<file path="src/bifr_pkg.sv">
// Package for the bilevel frame invert/flip/rotate block.
// Holds the payload and config types, the queue entry and shared codes.
// No dependencies.
package bifr_pkg;

	// Width of the size registers and of the read counters
	localparam int SIZE_W = 7;
	// Reset frame size and default store bounds
	localparam logic [SIZE_W-1:0] RST_SIZE = 7'd64;
	localparam int DEF_MAX_WIDTH  = 64;
	localparam int DEF_MAX_HEIGHT = 64;

	// Front-to-back queue
	localparam int QDEPTH = 4;
	localparam int QPW    = 2;

	// Configuration port
	localparam int CFG_IDX_W  = 3;
	localparam int CFG_DATA_W = 7;
	localparam logic [CFG_IDX_W-1:0] REG_WIDTH  = 3'd0;
	localparam logic [CFG_IDX_W-1:0] REG_HEIGHT = 3'd1;
	localparam logic [CFG_IDX_W-1:0] REG_INVERT = 3'd2;
	localparam logic [CFG_IDX_W-1:0] REG_MIRROR = 3'd3;
	localparam logic [CFG_IDX_W-1:0] REG_ROTATE = 3'd4;

	// Item function codes
	localparam logic FUNC_LOAD = 1'b0;
	localparam logic FUNC_READ = 1'b1;

	typedef struct packed {
		logic func;
		logic pixel_in;
	} in_item_t;

	typedef struct packed {
		logic pixel_out;
		logic row_end;
		logic frame_end;
	} out_item_t;

	// Clamped geometry and enables, as seen by front and back
	typedef struct packed {
		logic [SIZE_W-1:0] width;
		logic [SIZE_W-1:0] height;
		logic              invert;
		logic              mirror;
		logic              rotate;
	} geom_t;

	// One classified item on its way to the back end
	typedef struct packed {
		logic              is_load;
		logic              bit_val;   // pixel for a load, invert flag for a read
		logic              zero;      // read falls outside the store
		logic              row_end;
		logic              frame_end;
		logic [SIZE_W-1:0] row;       // source row of a read
		logic [SIZE_W-1:0] col;       // source column of a read
	} qent_t;

endpackage

</file>
<file path="src/bifr_queue.sv">
// Short FIFO of classified items between front and back end.
// Uses bifr_pkg for the entry type and depth.
module bifr_queue (
	input  logic            clk,
	input  logic            arst_n,
	input  logic            push_valid,
	output logic            push_ready,
	input  bifr_pkg::qent_t push_data,
	output logic            pop_valid,
	input  logic            pop_ready,
	output bifr_pkg::qent_t pop_data
);
	import bifr_pkg::*;

	qent_t          slot_q [QDEPTH];
	logic [QPW-1:0] wr_ptr_q, rd_ptr_q;
	logic [QPW:0]   count_q;
	logic           do_push, do_pop;

	assign push_ready = (count_q != (QPW+1)'(QDEPTH));
	assign pop_valid  = (count_q != '0);
	assign pop_data   = slot_q[rd_ptr_q];
	assign do_push    = push_valid && push_ready;
	assign do_pop     = pop_valid && pop_ready;

	// Entry storage
	always_ff @(posedge clk) begin
		if (do_push)
			slot_q[wr_ptr_q] <= push_data;
	end

	// Pointers and fill level
	always_ff @(posedge clk or negedge arst_n) begin
		if (!arst_n) begin
			wr_ptr_q <= '0;
			rd_ptr_q <= '0;
			count_q  <= '0;
		end else begin
			if (do_push)
				wr_ptr_q <= wr_ptr_q + 1'b1;
			if (do_pop)
				rd_ptr_q <= rd_ptr_q + 1'b1;
			if (do_push && !do_pop)
				count_q <= count_q + 1'b1;
			else if (do_pop && !do_push)
				count_q <= count_q - 1'b1;
		end
	end

endmodule

</file>
<file path="config.mk">
export PLATFORM = sky130hd
export DESIGN_NAME = bifr_queue
export DESIGN_NICKNAME = d
export VERILOG_FILES = /design/src/bifr_pkg.sv /design/src/bifr_queue.sv
export SDC_FILE = /design/constraint.sdc
export NUM_CORES = 1
export LEC_CHECK = 0
export ABC_AREA = 1
export BUFFER_PORTS_ARGS = -buffer_cell sky130_fd_sc_hd__buf_2
export CAP_MARGIN = 20
export CORE_ASPECT_RATIO = 1.75
export CORE_UTILIZATION = 55
export CTS_BUF_LIST = sky130_fd_sc_hd__clkbuf_4 sky130_fd_sc_hd__clkbuf_8 sky130_fd_sc_hd__clkbuf_16
export CTS_CLUSTER_SIZE = 24
export DETAILED_ROUTE_END_ITERATION = 10
export GPL_TIMING_DRIVEN = 0
export HOLD_SLACK_MARGIN = 0.1
export PLACE_DENSITY = 0.86
export SYNTH_ARGS = -nofsm -noshare
export SYNTH_HDL_FRONTEND = slang
export SYNTH_SLANG_ARGS = --single-unit
</file>
<file path="constraint.sdc">
create_clock -name clk -period 3.1 [get_ports clk]
set_input_delay 0.155 -clock clk [delete_from_list [all_inputs] [get_ports clk]]
set_output_delay 0.155 -clock clk [all_outputs]
set_load 0.01 [all_outputs]
</file>
==> results of run 1 <==
==> worst register-to-register path, cell delays in order, from the launching register on <==
cell                      delay (ps)
sky130_fd_sc_hd__dfrtp_1         440
sky130_fd_sc_hd__inv_2            80
sky130_fd_sc_hd__nand3_1         140
sky130_fd_sc_hd__nand2_1         280
sky130_fd_sc_hd__inv_1            90
sky130_fd_sc_hd__ha_1            220
sky130_fd_sc_hd__inv_1            90
sky130_fd_sc_hd__fa_1            430
sky130_fd_sc_hd__nand2_1          90
sky130_fd_sc_hd__o21ai_0          90
==> cells in the mapped netlist <==
cell / instances
sky130_fd_sc_hd__ha_1: 5
sky130_fd_sc_hd__nand4_1: 1
sky130_fd_sc_hd__nand2_1: 74
sky130_fd_sc_hd__buf_6: 4
sky130_fd_sc_hd__clkbuf_1: 1
sky130_fd_sc_hd__fa_1: 1
sky130_fd_sc_hd__buf_2: 7
sky130_fd_sc_hd__xnor2_1: 1
sky130_fd_sc_hd__o21ai_0: 1
sky130_fd_sc_hd__edfxtp_1: 76
sky130_fd_sc_hd__nand3_1: 7
sky130_fd_sc_hd__o211ai_2: 29
sky130_fd_sc_hd__nor2_1: 4
sky130_fd_sc_hd__inv_2: 4
sky130_fd_sc_hd__o211ai_1: 9
sky130_fd_sc_hd__inv_1: 50
sky130_fd_sc_hd__dfrtp_1: 7
==> sequential cells by signal, indices dropped and copies added (netlist names) <==
name and flops:
wr_ptr_q 2, rd_ptr_q 2, count_q 3, slot_q 76
==> where the power goes <==
group          internal, mW  switching (mW)  leakage (nW)  total, mW
combinational         0.612            1.03          1.02       1.64
sequential             1.48          0.0975         0.781       1.58
clock                 0.450           0.373         0.101      0.823
==> layout make-up <==
cell class,instances,area share (%)
plain buffers,12,1.89
clock buffers,9,2.80
clock inverters,7,2.06
inverters,54,4.58
multi-input cells,132,19.7
flip-flops and latches,83,55.5
well taps,80,2.26
repair buffers,69,11.2
==> placed cells by master, fill, tap and decap left out, drive strengths merged, types with 5 or more instances in the layout <==
cell type and n:
nand2 74, edfxtp 76, dfrtp 7, nand3 7, clkbuf 10, buf 58, ha 5, inv 55
dlygate4sd3 22, o211ai 38
==> metrics by stage <==
step                      std cells  util, %  setup WS (ps)  total power, mW
final                           446     70.5           1040             4.05
after global routing            446     70.5            949             4.30
after CTS                       446     70.5           1030             4.07
after detailed placement        408     63.6           1060             3.23
after global placement          404     62.5            463             3.11
after floorplan                 281        -           1070             2.65
==> metal layers <==
layer | wire length [um] | vias up | global-route usage [%] | part of all wire (%)
li1 | - | 1107 | - | -
met4 | 187 | 0 | 14.8 | 2.6
met1 | 2810 | 1110 | 24.6 | 39
met3 | 220 | 19 | 4.08 | 3.0
met2 | 4040 | 52 | 43.2 | 56
met5 | 0 | - | 0 | 0
==> final timing paths <==
| check | from | end | slack [ps] | cells after the start |
|---|---|---|---|---|
| worst min-delay path | arst_n | count_q[0] | 190 | 2 |
| worst max-delay path | count_q[0] | count_q[1] | 1040 | 9 |
| max in group asynchronous | arst_n | wr_ptr_q[0] | 2750 | 2 |
| worst max register to register | count_q[0] | count_q[1] | 1040 | 9 |
| worst min register to register | count_q[2] | count_q[2] | 520 | 2 |
| min in group clk | count_q[2] | count_q[2] | 520 | 2 |
==> kinds of logic after synthesis <==
group,count (synthesis)
xor+xnor,1
flops,83
fa+ha+maj,6
compound gates,39
buf+inv,66
simple gates,86
==> reports/summary.md, run 1 <==
## Run status
• outcome: complete, no violations

## CTS
• # clock sinks: 83
• Post-CTS Setup Bufs: 0
• Root Driver: sky130_fd_sc_hd__clkbuf_8
• Num CTS Buffers: 9
• Gates resized, CTS repair: 0
• number of H-tree levels: 3
• clock tree from TritonCTS: done
• clock transition at the registers of the reported paths: 80 ps
• worst-skew pair later-pin latency: 350 ps
• number of buffers inserted for hold repair after clock tree synthesis: 22
• maximum buffer depth of the clock tree: 2

## Run
• max capacitance violation total: 0

## Drt
• number of DRC markers after the initial detailed-route iteration: 60
• Avg WL per Cell: 16.3 um
• Final ANT Viol Nets: 0
• remaining routing DRC violations: 0
• via count: 2288
• DRT Pass-1 Iters: 4
• DR vias/cell: 5.13
• wire length reported by the detailed router: 7260 um

## Yosys
• multiplexer share of the synthesized area: 0%
• complex-gate fraction of the synthesized area: 12.1%
• Cell variety after synth: 17
• Post-Syn Area per Cell: 12.8 um^2
• sequential share of the synthesized area: 68.2%
• share of the synthesized area in the top cell type: 63.3%
• number of nets in the synthesized netlist: 310
• Post-Synth XOR/XNOR Area: 0.243%
• post-synthesis share of cell area spent on and, or, nand and nor gates: 9.27%
• Warnings, synthesis: 0
• main combinational cell family by area after synthesis: compound AO/OA/AOI/OAI gates
• arithmetic-cell share of the synthesized area counting full adders, half adders and majority gates: 2.29%
• leading cell types by total area after synthesis: sky130_fd_sc_hd__edfxtp_1, sky130_fd_sc_hd__o211ai_2, sky130_fd_sc_hd__nand2_1
• cell type with the highest aggregate area in the netlist: sky130_fd_sc_hd__edfxtp_1
• synthesized instance count: 281
• netlist area before placement: 3600 um^2
• synthesis-stage register bit count: 83

## Floorplanning
• starting utilization of the core area: 57.4%
• number of top-level pins: 44
• FP Rows: 38
• placeable core region: 6280 um^2
• die span in y: 109 um
• x dimension of the die: 63.2 um
• die area: 6890 um^2

## Layout
• # diodes: 0
• area added between synthesis and finish: 22.8%
• Filler Cell Count: 456
• layout net count: 390
• share of layout cells above drive strength 1: 29.8%
• post-route cell area: 4430 um^2
• sequential cell area: 2460 um^2
• area used by multi-input combinational logic: 871 um^2

## Pwr
• PwrDens: 915 nW/um^2
• Static Leakage: 1.90 nW
• peak supply drop: 0.497 mV

## Global routing
• first-pass GRT wire length: 11600 um
• via count of the first global-routing pass: 2404
• remaining global-route overflow: 0
• All-Layer GR Usage: 23.5%
• number of antenna violations at the first check in global routing: 0
• pin count of the biggest net entering global routing: 15

## Setup path
• combined buffer and inverter count along the critical path: 3
• critical path's top delay family: adder cells
• start-to-end type of the worst setup path: register to register
• sequence of cells on the critical path: inv_2 > nand3_1 > nand2_1 > inv_1 > ha_1 > inv_1 > fa_1 > nand2_1 > o21ai_0
• Critical Path End Type: register
• type of origin of the critical path: register
• slowest cell delay on critical path: 440 ps
• highest fanout seen on the critical path: 7
• CP Data Required Time: 3330 ps
• Crit-path slowest cell: sky130_fd_sc_hd__dfrtp_1
• crit path DAT: 2290 ps

## Timing
• highest achievable clock rate: 485 MHz
• Worst-Margin Slew: 617 ps
• Worst Skew: 7.85 ps
• Worst slew margin: 58.8%
• pins over their slew limit: 0
• min Tclk post-route: 2060 ps
• final period utilization: 66.6%
• Final Hold Slack: 190 ps
• RSZ-0062 raised after global routing: no
• sum of negative setup slack: 0 ps
• number of failing setup endpoints in the final timing report: 0
• final hold violations: 0

## Place
• Buffers on Ports: 43
• Area after DPL: 3990 um^2
• GPL Wtd Cong: 0.695
• detailed placer's ending HPWL: 4770 um

## Worst hold path
• path class of the lowest-slack min-delay path: primary input to asynchronous set/reset pin

No activity file was read; power rests on OpenSTA's default activity.
==> run 2, diff against run 1 <==
ABC_AREA = 0   (was 1)
PLACE_DENSITY = 0.87   (was 0.86)
clock period = 1.9 ns   (was 3.1 ns; I/O delays follow)
==> reports/summary.md, run 2 <==
## Yosys
• top-count cell post-synth: sky130_fd_sc_hd__edfxtp_1
• Cell variety after synth: 19, +2
• sequential share of the synthesized area: 77.7%, +9.5 points
• count of flip-flops with a built-in enable after synthesis: 76, unchanged
• arithmetic-cell share of the synthesized area counting full adders, half adders and majority gates: 2.61%, +0.32 points
• multiplexer share of the synthesized area: 14.5%, +14 points
• main combinational cell family by area after synthesis: multiplexers
• netlist area before placement: 3160 um^2, -12%
• synthesized instance count: 134, -52%
• leading cell types by total area after synthesis: sky130_fd_sc_hd__edfxtp_1, sky130_fd_sc_hd__mux4_2, sky130_fd_sc_hd__dfrtp_1
• cell type with the highest aggregate area in the netlist: sky130_fd_sc_hd__edfxtp_1
• leading register cell type out of synthesis: sky130_fd_sc_hd__edfxtp_1
• number of nets in the synthesized netlist: 163, -47%
• Post-Syn Area per Cell: 23.6 um^2, +84%
• share of the synthesized area in the top cell type: 72.2%, +8.9 points
• Warnings, synthesis: 0, unchanged
• fraction of registers with async set or reset after synthesis: 8.43%, unchanged
• post-synthesis share of cell area spent on and, or, nand and nor gates: 1.78%, -7.5 points
• top cells by instance count after synthesis: sky130_fd_sc_hd__edfxtp_1, sky130_fd_sc_hd__mux4_2, sky130_fd_sc_hd__dfrtp_1
• Post-Synth XOR/XNOR Area: 1.66%, +1.4 points
• synthesis-stage register bit count: 83, unchanged
• complex-gate fraction of the synthesized area: 0.356%, -12 points

## Layout
• final non-filler cell total: 299, -33%
• share of layout cells above drive strength 1: 44.4%, +15 points
• Reg with most FFs: slot_q
• max FFs per register: 76, unchanged
• area added between synthesis and finish: 25.0%
• most frequent standard cell in the layout excluding fill and tap cells: sky130_fd_sc_hd__edfxtp_1
• commonest cells after routing, fill and taps aside: sky130_fd_sc_hd__edfxtp_1, sky130_fd_sc_hd__buf_2, sky130_fd_sc_hd__dlygate4sd3_1
• post-route cell area: 3950 um^2, -11%
• biggest registers after layout: slot_q: 76 flops, count_q: 3 flops
• layout net count: 247, -37%
• # diodes: 0, unchanged
• Final Core Density: 71.4%, +0.85 points

## Timing
• worst-case setup margin in the final layout: -8.98 ps, -1050 ps
• Worst Skew: 4.82 ps, -3.02 ps
• number of failing setup endpoints in the final timing report: 1, +1
• sum of negative setup slack: -8.98 ps, -8.98 ps
• pins over their slew limit: 0, unchanged
• final period utilization: 100%, +34 points
• min Tclk post-route: 1910 ps, -155 ps
• RSZ-0062 raised after global routing: yes
• Worst slew margin: 64.6%, +5.8 points
• highest achievable clock rate: 524 MHz, +8.1%
• final hold violations: 0, unchanged
• Worst-Margin Slew: 531 ps, -86.1 ps

## Pwr
• post-route total power: 5.57 mW, +38%
• PwrDens: 1410 nW/um^2, +54%
• peak supply drop: 1.00 mV, +100%
• Static Leakage: 1.43 nW, -25%

## Run status
• outcome: finished, violations left
• violated checks: negative setup slack

## Place
• Buffers on Ports: 43, unchanged
• GPL Wtd Cong: 0.700, +0.63%
• detailed placer's ending HPWL: 3430 um, -28%
• Post-Place Cells: 253, -38%
• Area after DPL: 3490 um^2, -12%

## CTS
• clock tree from TritonCTS: done
• number of H-tree levels: 3, unchanged
• worst-skew pair later-pin latency: 340 ps, about the same
• Num CTS Buffers: 9, unchanged
• # clock sinks: 83, unchanged
• Root Driver: sky130_fd_sc_hd__clkbuf_8
• maximum buffer depth of the clock tree: 2, unchanged
• clock transition at the registers of the reported paths: 70 ps, about the same

## Worst hold path
• path class of the lowest-slack min-delay path: primary input to register
• hold path cells: 3
• hold-critical path endpoint: wr_ptr_q[0]
• startpoint of the worst hold path: push_valid

## Drt
• Final ANT Viol Nets: 0, unchanged
• DRT Pass-1 Iters: 4, unchanged
• Avg WL per Cell: 17.6 um, +8.1%
• remaining routing DRC violations: 0, unchanged
• DR vias/cell: 5.13, about the same
• wire length reported by the detailed router: 5260 um, -28%
• number of DRC markers after the initial detailed-route iteration: 48, -20%
• via count: 1534, -33%

## Floorplanning
• die span in y: 102 um, -6.2%
• number of top-level pins: 44, unchanged
• starting utilization of the core area: 57.1%, -0.37 points
• x dimension of the die: 59.3 um, -6.1%
• die area: 6070 um^2, -12%
• placeable core region: 5540 um^2, -12%
• FP Rows: 36, -5.3%

## Setup path
• crit path DAT: 2170 ps, -120 ps
• Worst R2R Start: count_q[0]
• CP Data Required Time: 2160 ps, -1170 ps
• Critical Path End Type: register
• launching instance or port of the critical path: count_q[0]
• highest fanout seen on the critical path: 4, -3
• worst reg2reg setup slack: -9 ps, -1050 ps
• type of origin of the critical path: register
• worst r2r dst: count_q[2]
• start-to-end type of the worst setup path: register to register
• cell count of the worst reg-to-reg path: 8, -1

## Global routing
• number of antenna violations at the first check in global routing: 0, unchanged
• first-pass GRT wire length: 7980 um, -31%
• remaining global-route overflow: 0, unchanged
• pin count of the biggest net entering global routing: 20, +5
• All-Layer GR Usage: 19.3%, -4.2 points
• via count of the first global-routing pass: 1677, -30%

## Run
• max capacitance violation total: 0, unchanged

-- run 2: changes by cell type after synthesis, sizes merged, moves of 3 or more --
cell | previous run | this run
mux4 | 0 | 19
xnor2 | 1 | 4
nand2 | 74 | 2
o211ai | 38 | 0
and2 | 0 | 4
nand3 | 7 | 1
inv | 54 | 3
buf | 11 | 4
-- run 2: cells by family (layout without fill, tap and decap cells) --
| kind of cell | after synthesis | in the layout |
|---|---|---|
| xor+xnor | 6 | 6 |
| simple gates | 10 | 10 |
| flops | 83 | 83 |
| buf+inv | 7 | 96 |
| fa+ha+maj | 6 | 6 |
| compound gates | 1 | 1 |
| mux | 21 | 21 |
-- run 2: per-stage QoR --
stage	setup slack, ps	hold WS [ps]
CTS	-7.55	156
finish	-8.98	189
global placement	-103	-70.4
global route	-88.9	182
floorplan	28.3	-201
detailed placement	-271	-64.4
-- run 2: final cells by class --
cell class                 count  area (um^2)
multi-input combinational     44          698
clock inverter                 5         20.0
fill                         348         1590
timing repair buffer          73          498
inverter                       3         11.3
tap                           76         95.1
sequential                    83         2460
clock buffer                  11          139
buffer                         4         32.5
-- run 2: worst max-delay path by stage --
| stage | end | slack (ps) | cells after the start |
|---|---|---|---|
| after floorplan | count_q[2] | 30 | 8 |
| after global placement | slot_q[0][4] | -100 | 3 |
| after detailed placement | slot_q[3][13] | -270 | 3 |
| after CTS | count_q[2] | -8 | 8 |
| after global routing | count_q[2] | -90 | 8 |
| final | count_q[2] | -9 | 8 |
-- run 2: power by group --
group | leakage [nW] | internal [mW] | switching (mW)
clock network | 0.0841 | 0.484 | 0.550
registers | 0.776 | 2.44 | 0.150
logic | 0.569 | 0.990 | 0.950
-- run 2: what timing repair did --
item / 4_1_cts / 5_1_grt
pin swaps: 3 / 0
setup endpoints to repair: 78 / 2
setup buffers: 6 / 1
hold endpoints to repair: 84 / 0
resized for setup: 8 / 1
hold buffers: 23 / 0
-- run 2: layer usage --
metal  wire length, um  track usage [%]  vias up
met5                 0                0        -
met3               157             4.56        9
li1                  -                -      717
met1              2060             21.7      767
met2              2950             33.5       41
met4                91             9.71        0
-- run 2: worst max-delay path, stage by stage (launching register included) --
cell                      delay [ps]
sky130_fd_sc_hd__dfrtp_2         440
sky130_fd_sc_hd__or3_4           390
sky130_fd_sc_hd__nand2_4          80
sky130_fd_sc_hd__ha_4            140
sky130_fd_sc_hd__inv_2            40
sky130_fd_sc_hd__fa_2            320
sky130_fd_sc_hd__xor2_1          150
sky130_fd_sc_hd__nor2_1          110
sky130_fd_sc_hd__xor2_1          160
