$ cat src/bifr_pkg.sv
// Package for the bilevel frame invert/flip/rotate block.
// Holds the payload and config types, the queue entry and shared codes.
// No dependencies.
package bifr_pkg;

	// Width of the size registers and of the read counters
	localparam int SIZE_W = 7;
	// Reset frame size and default store bounds
	localparam logic [SIZE_W-1:0] RST_SIZE = 7'd64;
	localparam int DEF_MAX_WIDTH  = 64;
	localparam int DEF_MAX_HEIGHT = 64;

	// Front-to-back queue
	localparam int QDEPTH = 4;
	localparam int QPW    = 2;

	// Configuration port
	localparam int CFG_IDX_W  = 3;
	localparam int CFG_DATA_W = 7;
	localparam logic [CFG_IDX_W-1:0] REG_WIDTH  = 3'd0;
	localparam logic [CFG_IDX_W-1:0] REG_HEIGHT = 3'd1;
	localparam logic [CFG_IDX_W-1:0] REG_INVERT = 3'd2;
	localparam logic [CFG_IDX_W-1:0] REG_MIRROR = 3'd3;
	localparam logic [CFG_IDX_W-1:0] REG_ROTATE = 3'd4;

	// Item function codes
	localparam logic FUNC_LOAD = 1'b0;
	localparam logic FUNC_READ = 1'b1;

	typedef struct packed {
		logic func;
		logic pixel_in;
	} in_item_t;

	typedef struct packed {
		logic pixel_out;
		logic row_end;
		logic frame_end;
	} out_item_t;

	// Clamped geometry and enables, as seen by front and back
	typedef struct packed {
		logic [SIZE_W-1:0] width;
		logic [SIZE_W-1:0] height;
		logic              invert;
		logic              mirror;
		logic              rotate;
	} geom_t;

	// One classified item on its way to the back end
	typedef struct packed {
		logic              is_load;
		logic              bit_val;   // pixel for a load, invert flag for a read
		logic              zero;      // read falls outside the store
		logic              row_end;
		logic              frame_end;
		logic [SIZE_W-1:0] row;       // source row of a read
		logic [SIZE_W-1:0] col;       // source column of a read
	} qent_t;

endpackage

$ cat src/bifr_front.sv
// Front end: accepts items, drops loads past the frame, walks the output
// raster and maps each read to a source pixel. Uses bifr_pkg.
module bifr_front #(
	parameter int MAX_WIDTH  = bifr_pkg::DEF_MAX_WIDTH,
	parameter int MAX_HEIGHT = bifr_pkg::DEF_MAX_HEIGHT
) (
	input  logic              clk,
	input  logic              arst_n,
	input  bifr_pkg::geom_t   geom,
	input  logic              in_valid,
	output logic              in_ready,
	input  bifr_pkg::in_item_t in_data,
	output logic              push_valid,
	input  logic              push_ready,
	output bifr_pkg::qent_t   push_data
);
	import bifr_pkg::*;

	localparam int DEPTH = MAX_WIDTH * MAX_HEIGHT;
	localparam int LCW   = $clog2(DEPTH + 1);
	localparam int CW    = (LCW > 2 * SIZE_W) ? LCW : 2 * SIZE_W;

	logic [LCW-1:0]    load_count_q;
	logic [SIZE_W-1:0] read_row_q;
	logic [SIZE_W-1:0] read_col_q;

	logic              accept;
	logic              load_ok;
	logic [2*SIZE_W-1:0] frame_size;
	logic [SIZE_W-1:0] out_cols, out_rows;
	logic [SIZE_W-1:0] src_row, src_col, rot_col;
	logic              rend, fend;

	assign in_ready = push_ready;
	assign accept   = in_valid && in_ready;

	// Load admission against the frame size
	assign frame_size = (2*SIZE_W)'(geom.width) * (2*SIZE_W)'(geom.height);
	assign load_ok    = CW'(load_count_q) < CW'(frame_size);

	// Output raster to source pixel
	always_comb begin
		if (geom.rotate) begin
			out_cols = geom.height;
			out_rows = geom.width;
			src_row  = read_col_q;
			rot_col  = (read_row_q < geom.width) ? (geom.width - 1'b1 - read_row_q) : '0;
		end else begin
			out_cols = geom.width;
			out_rows = geom.height;
			src_row  = read_row_q;
			rot_col  = read_col_q;
		end
		if (geom.mirror)
			src_col = (rot_col < geom.width) ? (geom.width - 1'b1 - rot_col) : '0;
		else
			src_col = rot_col;
		rend = read_col_q >= (out_cols - 1'b1);
		fend = rend && (read_row_q >= (out_rows - 1'b1));
	end

	// Queue entry
	always_comb begin
		push_data.is_load   = (in_data.func == FUNC_LOAD);
		push_data.bit_val   = (in_data.func == FUNC_LOAD) ? in_data.pixel_in : geom.invert;
		push_data.zero      = (int'(src_row) >= MAX_HEIGHT) || (src_col >= geom.width);
		push_data.row_end   = rend;
		push_data.frame_end = fend;
		push_data.row       = src_row;
		push_data.col       = src_col;
		push_valid = accept && ((in_data.func == FUNC_READ) || load_ok);
	end

	// Load count and read raster counters
	always_ff @(posedge clk or negedge arst_n) begin
		if (!arst_n) begin
			load_count_q <= '0;
			read_row_q   <= '0;
			read_col_q   <= '0;
		end else if (accept) begin
			if (in_data.func == FUNC_LOAD) begin
				if (load_ok)
					load_count_q <= load_count_q + 1'b1;
			end else if (fend) begin
				load_count_q <= '0;
				read_row_q   <= '0;
				read_col_q   <= '0;
			end else if (rend) begin
				read_col_q <= '0;
				read_row_q <= read_row_q + 1'b1;
			end else begin
				read_col_q <= read_col_q + 1'b1;
			end
		end
	end

endmodule

$ cat config.mk
export PLATFORM = sky130hd
export DESIGN_NAME = bifr_front
export DESIGN_NICKNAME = d
export VERILOG_FILES = /design/src/bifr_pkg.sv /design/src/bifr_front.sv
export SDC_FILE = /design/constraint.sdc
export NUM_CORES = 1
export LEC_CHECK = 0
export BUFFER_PORTS_ARGS = -buffer_cell sky130_fd_sc_hd__buf_2
export CAP_MARGIN = 30
export CORE_MARGIN = 2
export CORE_UTILIZATION = 58
export CTS_BUF_LIST = sky130_fd_sc_hd__clkbuf_8
export CTS_CLUSTER_DIAMETER = 50
export DETAILED_ROUTE_END_ITERATION = 12
export PLACE_DENSITY = 0.78
export REMOVE_ABC_BUFFERS = 1
export SLEW_MARGIN = 20
export SYNTH_ARGS = -nofsm -noshare
export SYNTH_HDL_FRONTEND = slang
export SYNTH_SLANG_ARGS = --single-unit
$ cat constraint.sdc
create_clock -name clk -period 7.9 [get_ports clk]
set_clock_uncertainty 0.05 [all_clocks]
set_input_delay 1.185 -clock clk [delete_from_list [all_inputs] [get_ports clk]]
set_output_delay 1.185 -clock clk [all_outputs]
set_load 0.005 [all_outputs]
==> run summary, run 1 <==
status: complete, no violations
io pins: 44
Final period util: 95.3%
EDFF count, synth: 0
RSZ-0062 raised after global routing: no
Internal: 0.000588 W
setup_tns: 0 ps
CP Class: in -> out
worst-path maximum fanout: 12
number of global-route vias before repair: 4602
min Tclk post-route: 7530 ps
Die Wd: 99.1 um
Ys Warns: 0
Slew HR: 60.1%
grt total ovfl: 0
Synth Register Bits: 27
max_cap viols: 0
Syn Inst Count: 646
slowest cell delay on critical path: 530 ps
Post-Synth XOR/XNOR Area: 6.35%
Sequential Power Share: 20.6%
Final setup viols: 0
Synth top area share: 23.2%
simple-gate share of the synthesized area: 19.8%
CP endpoint kind: output pin
power consumption: 0.00115 W
postcts setup bufs: 0
IO Port Bufs: 43
CTS H-tree lvls: 1
dpl ws: 351 ps
clk buf depth: 2
Seq/Total Area, Yosys: 12.9%
NetSw: 0.000560 W
Post-Synthesis Cell Area: 5240 sq um
core area: 8760 sq um
Synth area leaders: ha_1 (23%), dfrtp_1 (13%), fa_1 (9.9%)
Hold Crit Class: reg -> reg
CTS Buf Count: 3
Synth Area in Adders: 33.1%
Die Area: 9810 sq um
largest family of logic cells by synthesized area: adder cells
Iter 0 DRT Violations: 164
clk sinks: 27
gr usage total: 26.0%
Layout Utilization: 63.5%
clk_lat worst skew: 290 ps
first-pass GRT wire length: 21200 um
ANT nets after route: 0
Fillers: 762
largest net degree at the start of global routing: 37
DP HPWL: 10200 um
# diodes: 0
Worst EP arrival: 6300 ps
Startpoint Class: input pin
Clk network pwr share: 7.3%
CTS tree: built
CTS Hold Bufs: 0
fin worst setup slack: 369 ps
sw frac: 48.8%
Vias: 4641
Starting Density: 59.8%
drt first pass iters: 4
# resized after CTS: 0
CP required: 6660 ps
WL/cell: 15.9 um
Clk pin slew, worst setup/hold paths: 100 ps
worst hold slack: 520 ps
Compound-Gate Fraction of Synth Area: 18.3%
Tightest Pin Transition: 598 ps
Max Clock Freq: 0.133 GHz
async set-reset flop share out of synthesis: 100%
Leakage: 2.85 nW
Worst path slowest cell: fa_1
DIE HEIGHT: 99.1 um
Final Hold Fails: 0
Main synth FF type: dfrtp_1
post-synthesis mux area share: 2.84%
PD cells: 206 nW/um^2
initial antenna violation count: 0
P&R area growth vs syn: 6.23%
Logic pwr share: 72.0%
Vias/cell: 5.93
dominant cell type by area after synthesis: ha_1
VDD IR max: 121 uV
GPL Wtd Cong: 0.862
Avg Cell Area, Syn: 8.12 sq um
library cells used by synthesis: 57
drt drc: 0
Final Slew Violations: 0
WL final: 12400 um
clk root buf: clkbuf_8
# nets final: 821
share of cells above drive strength 1: 9.94%
standard-cell rows: 34
path summary, 6_finish.rpt:
check / startpoint / to / slack, ps / depth (start not counted)
hold / removal: read_row_q[0] / read_row_q[0] / 520 / 1
setup reg to reg: read_row_q[0] / load_count_q[12] / 5300 / 9
min in group asynchronous: arst_n / load_count_q[4] / 840 / 1
max in group asynchronous: arst_n / load_count_q[1] / 6560 / 1
setup / recovery: geom[6] / push_valid / 370 / 25
hold reg to reg: read_row_q[0] / read_row_q[0] / 520 / 1
synthesized netlist by cell type, types with 2 or more instances:
| cell | instances |
|---|---|
| inv_1 | 65 |
| o211ai_1 | 4 |
| fa_1 | 26 |
| nor2_1 | 34 |
| nand4_1 | 2 |
| clkbuf_1 | 16 |
| o21bai_1 | 2 |
| a21o_1 | 14 |
| mux2_2 | 3 |
| o21a_1 | 6 |
| a22oi_1 | 4 |
| a211oi_1 | 2 |
| nor4_1 | 2 |
| o31ai_1 | 3 |
| buf_4 | 4 |
| o21ai_0 | 51 |
| and2_1 | 38 |
| mux2i_1 | 10 |
| buf_2 | 4 |
| ha_1 | 97 |
| nand3_1 | 14 |
| o21ai_1 | 2 |
| a31oi_1 | 10 |
| and3_1 | 13 |
| nand2_1 | 52 |
| o21ai_2 | 3 |
| nor3b_1 | 2 |
| a221o_1 | 2 |
| a21boi_0 | 2 |
| nor2b_1 | 10 |
| o211ai_2 | 2 |
| xor2_1 | 19 |
| a22o_1 | 3 |
| nor3_1 | 27 |
| nand2b_1 | 6 |
| a211o_1 | 3 |
| dfrtp_1 | 27 |
| o22ai_1 | 3 |
| a21oi_1 | 23 |
| xnor2_1 | 19 |
power groups by stage:
| stage | sequential (W) | clock [W] | combinational (W) |
|---|---|---|---|
| after detailed placement | 0.000239 | 0 | 0.000824 |
| after global routing | 0.000245 | 0.0000885 | 0.000952 |
| final | 0.000237 | 0.0000842 | 0.000827 |
| after global placement | 0.000238 | 0 | 0.000784 |
| after CTS | 0.000236 | 0.0000843 | 0.000830 |
| after floorplan | 0.000216 | 0 | 0.000623 |
cells by family after synthesis:
logic type / count (synthesis)
and+or+nand+nor: 206
AOI/OAI and AO/OA: 148
adders and majority gates: 123
buffers and inverters: 90
xor gates and xnor gates: 38
DFF: 27
muxes: 14
layout make-up:
cell class | count | area [sq um] | share of cell area [%]
clock inverters | 1 | 7.51 | 0.135
multi-input cells | 529 | 4210 | 75.6
repair buffers | 48 | 253 | 4.54
flip-flops and latches | 27 | 676 | 12.1
clock buffers | 3 | 41.3 | 0.741
inverters | 66 | 248 | 4.45
well taps | 108 | 135 | 2.43
registers in the layout, summed over array words and instances (netlist names):
signal	count
read_col_q	7
read_row_q	7
load_count_q	13
placed cells by master, fill, tap and decap left out, types with 10 or more instances in the layout:
master and instances:
o21ai_0 51, buf_2 43, nor2_1 34, xnor2_1 19, fa_1 26, dfrtp_1 27
a21oi_1 23, and3_1 13, inv_1 65, ha_1 97, xor2_1 19, nor3_1 27
and2_1 38, a21o_1 14, nand3_1 14, nor2b_1 10, mux2i_1 10, a31oi_1 10
nand2_1 52
layer usage:
metal,global-route usage [%],vias up,share of wire (%)
li1,-,2304,-
met1,32.5,2200,43
met2,46.6,104,50
met5,0,-,0
met3,2.84,33,3.4
met4,8.85,0,3.4
per-stage QoR:
step	std cells	instance area [sq um]
floorplan	622	5130
global placement	778	5520
detailed placement	778	5520
CTS	782	5570
global route	782	5570
finish	782	5570
critical path, delay by kind of cell:
family | cells | cell delay, ps
AO/OA/AOI/OAI | 9 | 1410
XOR/XNOR | 1 | 180
adder cells (fa/ha/maj) | 6 | 2640
buffers and inverters | 6 | 490
AND/OR/NAND/NOR | 3 | 400
Note: power is estimated with default switching activity, not from simulation.
==> run 2, diff against run 1 <==
- CORE_UTILIZATION: 58 -> 55
- PLACE_DENSITY: 0.78 -> 0.74
- REMOVE_ABC_BUFFERS: 1 -> not set
==> run summary, run 2 (synthesis results as in run 1) <==
P&R area growth vs syn: 6.66%
Vias/cell: 5.77 (-2.7%)
Final setup viols: 0 (unchanged)
CTS H-tree lvls: 1 (unchanged)
Final Hold Fails: 0 (unchanged)
VDD IR max: 177 uV (+46%)
PD cells: 206 nW/um^2 (-0.30%)
most frequent cells in the layout: ha_1 (97), inv_1 (65), nand2_1 (52)
CTS Buf Count: 3 (unchanged)
GPL Wtd Cong: 0.940 (+9.1%)
Final Cell Area: 5590 sq um (+0.40%)
Hold Crit Class: reg -> reg
Max Clock Freq: 0.134 GHz (+0.86%)
drt drc: 0 (unchanged)
Sequential Power Share: 20.7% (about the same)
grt total ovfl: 0 (unchanged)
clk sinks: 27 (unchanged)
Fillers: 857 (+12%)
Hold Path Cell Cnt: 1 (unchanged)
sw frac: 48.7% (-0.055 points)
max_cap viols: 0 (unchanged)
Top reg by flops: load_count_q
Worst EP arrival: 6230 ps (-70 ps)
Slew HR: 59.0% (-1.1 points)
standard-cell rows: 35 (+2.9%)
first-pass GRT wire length: 21400 um (+1.2%)
RSZ-0062 raised after global routing: no
IO Port Bufs: 43 (unchanged)
WL/cell: 15.6 um (-1.9%)
io pins: 44 (unchanged)
clk buf depth: 2 (unchanged)
DIE HEIGHT: 102 um (+2.6%)
DP HPWL: 10200 um (+0.54%)
WL final: 12500 um (+0.73%)
min Tclk post-route: 7470 ps (-64.3 ps)
initial antenna violation count: 0 (unchanged)
Clk pin slew, worst setup/hold paths: 100 ps (about the same)
Tightest Pin Transition: 615 ps (+16.8 ps)
Die Area: 10300 sq um (+5.2%)
largest net degree at the start of global routing: 37 (unchanged)
Non-Filler Instances: 803 (+2.7%)
gr usage total: 25.6% (-0.39 points)
R2R cell count: 9 (unchanged)
Layout Utilization: 60.5% (-3.0 points)
ANT nets after route: 0 (unchanged)
Logic pwr share: 72.3% (+0.3 points)
drt first pass iters: 4 (unchanged)
CP endpoint kind: output pin
setup_tns: 0 ps (unchanged)
DP Area: 5540 sq um (+0.34%)
Internal: 0.000589 W (+0.21%)
number of global-route vias before repair: 4666 (+1.4%)
Starting Density: 56.7% (-3.1 points)
commonest non-fill, non-tap cell in the layout: ha_1
clk_lat worst skew: 280 ps (about the same)
placed instance count: 798 (+2.6%)
CP Class: in -> out
number of flip-flops in the largest register: 13 (unchanged)
Die Wd: 102 um (+2.6%)
core area: 9240 sq um (+5.4%)
# nets final: 820 (-0.12%)
Iter 0 DRT Violations: 115 (-30%)
syn_nets: 792
Leakage: 2.85 nW (about the same)
CTS Hold Bufs: 0 (unchanged)
status: complete, no violations
worst-path maximum fanout: 13 (+1)
Startpoint Class: input pin
Largest regs: load_count_q (13), read_col_q (7), read_row_q (7)
power consumption: 0.00115 W (+0.11%)
clk root buf: clkbuf_8
share of cells above drive strength 1: 9.96% (+0.015 points)
Vias: 4635 (-0.13%)
CTS tree: built
Final period util: 94.5% (-0.81 points)
CP required: 6660 ps (about the same)
postcts setup bufs: 0 (unchanged)
Final Slew Violations: 0 (unchanged)
Clk network pwr share: 7.1% (-0.2 points)
NetSw: 0.000560 W (about the same)
## run 2: layer usage
layer | vias to the layer above | routed length [um] | track usage [%]
li1 | 2299 | - | -
met1 | 2194 | 5310 | 32.5
met2 | 112 | 6360 | 45.6
met3 | 30 | 492 | 2.62
met4 | 0 | 364 | 8.00
met5 | - | 0 | 0
## run 2: final cells by class
type / instances / area (sq um) / share of cell area [%]
sequential: 27 / 676 / 12.1
clock inverter: 1 / 5.00 / 0.0895
antenna: 1 / 2.50 / 0.0448
tap: 129 / 161 / 2.89
timing repair buffer: 47 / 245 / 4.39
clock buffer: 3 / 41.3 / 0.738
inverter: 66 / 248 / 4.43
multi-input combinational: 529 / 4210 / 75.3
## run 2: timing repair
action | 4_1_cts | 5_1_grt
endpoints found under the setup margin | 0 | 1
gates resized for setup | 0 | 2
endpoints found under the hold margin | 0 | 0
## run 2: through the flow
| stage | worst slack, ps | hold slack (ps) |
|---|---|---|
| after floorplan | 467 | 462 |
| after global placement | 483 | 506 |
| after detailed placement | 368 | 525 |
| after CTS | 331 | 540 |
| after global routing | 65.1 | 571 |
| final | 433 | 535 |
## run 2: critical path: stages
cell and delay (ps):
buf_2 180, and2_1 190, fa_1 550, inv_1 60, fa_1 470, inv_1 60, fa_1 530, inv_1 60
fa_1 530, inv_1 40, ha_1 310, o21a_1 180, o21ai_2 130, a21oi_2 70, o21ai_0 160, nand2b_1 70
a21oi_1 170, xor2_1 170, ha_1 260, a21o_1 160, a211oi_1 230, o211ai_1 140, o211ai_2 90, nand2b_1 120
buf_2 120
## run 2: final timing paths
check | start | to | slack, ps
worst min register to register | read_row_q[0] | read_row_q[0] | 530
worst max register to register | read_row_q[0] | load_count_q[12] | 5270
min in group asynchronous | arst_n | load_count_q[4] | 860
worst max-delay path | geom[13] | push_valid | 430
max in group asynchronous | arst_n | read_col_q[0] | 6540
worst min-delay path | read_row_q[0] | read_row_q[0] | 530
## run 2: power by group through the flow
stage	combinational, W	sequential, W	clock (W)
CTS	0.000829	0.000237	0.0000841
global route	0.000963	0.000244	0.0000906
floorplan	0.000636	0.000216	0
detailed placement	0.000823	0.000239	0
global placement	0.000787	0.000237	0
finish	0.000830	0.000238	0.0000812
==> run 3, diff against run 2 <==
- REMOVE_ABC_BUFFERS: not set -> 1
==> run summary, run 3 (synthesis results as in run 1) <==
status: complete, no violations
Slew HR: 59.5% (+0.49 points)
Starting Density: 56.7% (unchanged)
CTS Hold Bufs: 0 (unchanged)
min Tclk post-route: 7490 ps (+20.6 ps)
Iter 0 DRT Violations: 179 (+56%)
Tightest Pin Transition: 607 ps (-7.34 ps)
grt total ovfl: 0 (unchanged)
clk buf depth: 2 (unchanged)
PD cells: 203 nW/um^2 (-1.1%)
most frequent cells in the layout: ha_1 (97), inv_1 (66), nand2_1 (52)
DIE HEIGHT: 102 um (unchanged)
CTS tree: built
Final setup viols: 0 (unchanged)
clk sinks: 27 (unchanged)
setup_tns: 0 ps (unchanged)
IO Port Bufs: 43 (unchanged)
Die Area: 10300 sq um (unchanged)
Worst path slowest cell: fa_1
max_cap viols: 0 (unchanged)
Vias/cell: 5.72 (-0.82%)
Clk pin slew, worst setup/hold paths: 90 ps (about the same)
slowest cell delay on critical path: 540 ps (about the same)
drt first pass iters: 6 (+2)
Buffers & Inverters on Critical Path: 6 (unchanged)
Leakage: 2.86 nW (+0.19%)
Final Hold Fails: 0 (unchanged)
drt drc: 0 (unchanged)
CP top delay family: adder cells
largest net degree at the start of global routing: 37 (unchanged)
core area: 9240 sq um (unchanged)
Die Wd: 102 um (unchanged)
number of global-route vias before repair: 4500 (-3.6%)
Max Clock Freq: 0.134 GHz (-0.27%)
Vias: 4597 (-0.82%)
Largest regs: load_count_q (13), read_col_q (7), read_row_q (7)
CP endpoint kind: output pin
Final period util: 94.8% (+0.26 points)
gr usage total: 24.3% (-1.4 points)
Startpoint Class: input pin
sequential cell area: 676 sq um (unchanged)
WL final: 12100 um (-3.8%)
P&R area growth vs syn: 6.66% (unchanged)
postcts setup bufs: 0 (unchanged)
worst-path maximum fanout: 13 (unchanged)
# diodes: 0 (-1)
WL/cell: 15.0 um (-3.8%)
dpl ws: 422 ps (+54.8 ps)
CTS Buf Count: 3 (unchanged)
clk root buf: clkbuf_8
first-pass GRT wire length: 20400 um (-4.6%)
number of flip-flops in the largest register: 13 (unchanged)
clk_lat worst skew: 280 ps (about the same)
RSZ-0062 raised after global routing: no
# nets final: 821 (+0.12%)
GPL Wtd Cong: 0.844 (-10%)
commonest non-fill, non-tap cell in the layout: ha_1
Hold Crit Class: reg -> reg
io pins: 44 (unchanged)
CP required: 6660 ps (about the same)
Fillers: 823 (-4.0%)
ANT nets after route: 0 (unchanged)
Worst EP arrival: 6250 ps (+20 ps)
share of cells above drive strength 1: 9.79% (-0.16 points)
# resized after CTS: 0 (unchanged)
fin worst setup slack: 413 ps (-20.6 ps)
Final Slew Violations: 0 (unchanged)
standard-cell rows: 35 (unchanged)
CTS H-tree lvls: 1 (unchanged)
DP HPWL: 9860 um (-3.7%)
initial antenna violation count: 0 (unchanged)
CP Class: in -> out
Top reg by flops: load_count_q
VDD IR max: 154 uV (-13%)
area of the multi-input gates: 4210 sq um (about the same)
-- run 3: changes by cell type in the layout (fill, tap and decap cells not counted), sizes merged --
cell | previous run | this run
inv | 66 | 67
clkinv | 1 | 0
diode | 1 | 0
buf | 47 | 48
-- run 3: area by class of cell --
cell class | count | area share (%)
Tap cell | 129 | 2.89
Inverter | 66 | 4.43
Timing Repair Buffer | 48 | 4.52
Clock buffer | 3 | 0.738
Clock inverter | 1 | 0.0671
Sequential cell | 27 | 12.1
Multi-Input combinational cell | 529 | 75.3
-- run 3: final timing paths --
| check | start | endpoint | slack (ps) | depth (start not counted) |
|---|---|---|---|---|
| worst max-delay path | geom[13] | push_valid | 410 | 25 |
| worst min-delay path | load_count_q[12] | load_count_q[12] | 540 | 1 |
| worst max register to register | read_row_q[0] | load_count_q[12] | 5320 | 9 |
| worst min register to register | load_count_q[12] | load_count_q[12] | 540 | 1 |
| max in group asynchronous | arst_n | read_col_q[1] | 6540 | 1 |
| min in group asynchronous | arst_n | load_count_q[10] | 850 | 1 |
-- run 3: report_power, final --
| part | switching (W) | leakage (nW) | internal (W) | total (W) |
|---|---|---|---|---|
| Sequential | 0.0000611 | 0.322 | 0.000175 | 0.000236 |
| Combinational | 0.000445 | 2.51 | 0.000378 | 0.000822 |
| Clock | 0.0000432 | 0.0269 | 0.0000349 | 0.0000781 |
-- run 3: through the flow --
step	power, W	area, sq um	cells	utilization [%]	hold slack [ps]
after floorplan	0.000839	5130	622	-	462
after global placement	0.00102	5550	799	60.0	502
after detailed placement	0.00106	5550	799	60.0	516
after global routing	0.00128	5590	803	60.5	572
after CTS	0.00115	5590	803	60.5	546
final	0.00114	5590	803	60.5	540
-- run 3: layer usage --
layer	up-vias	routed length, um	track usage, %
met2	85	6070	44.1
met1	2200	5330	30.2
li1	2296	-	-
met5	-	0	0
met4	0	232	6.55
met3	16	420	3.04
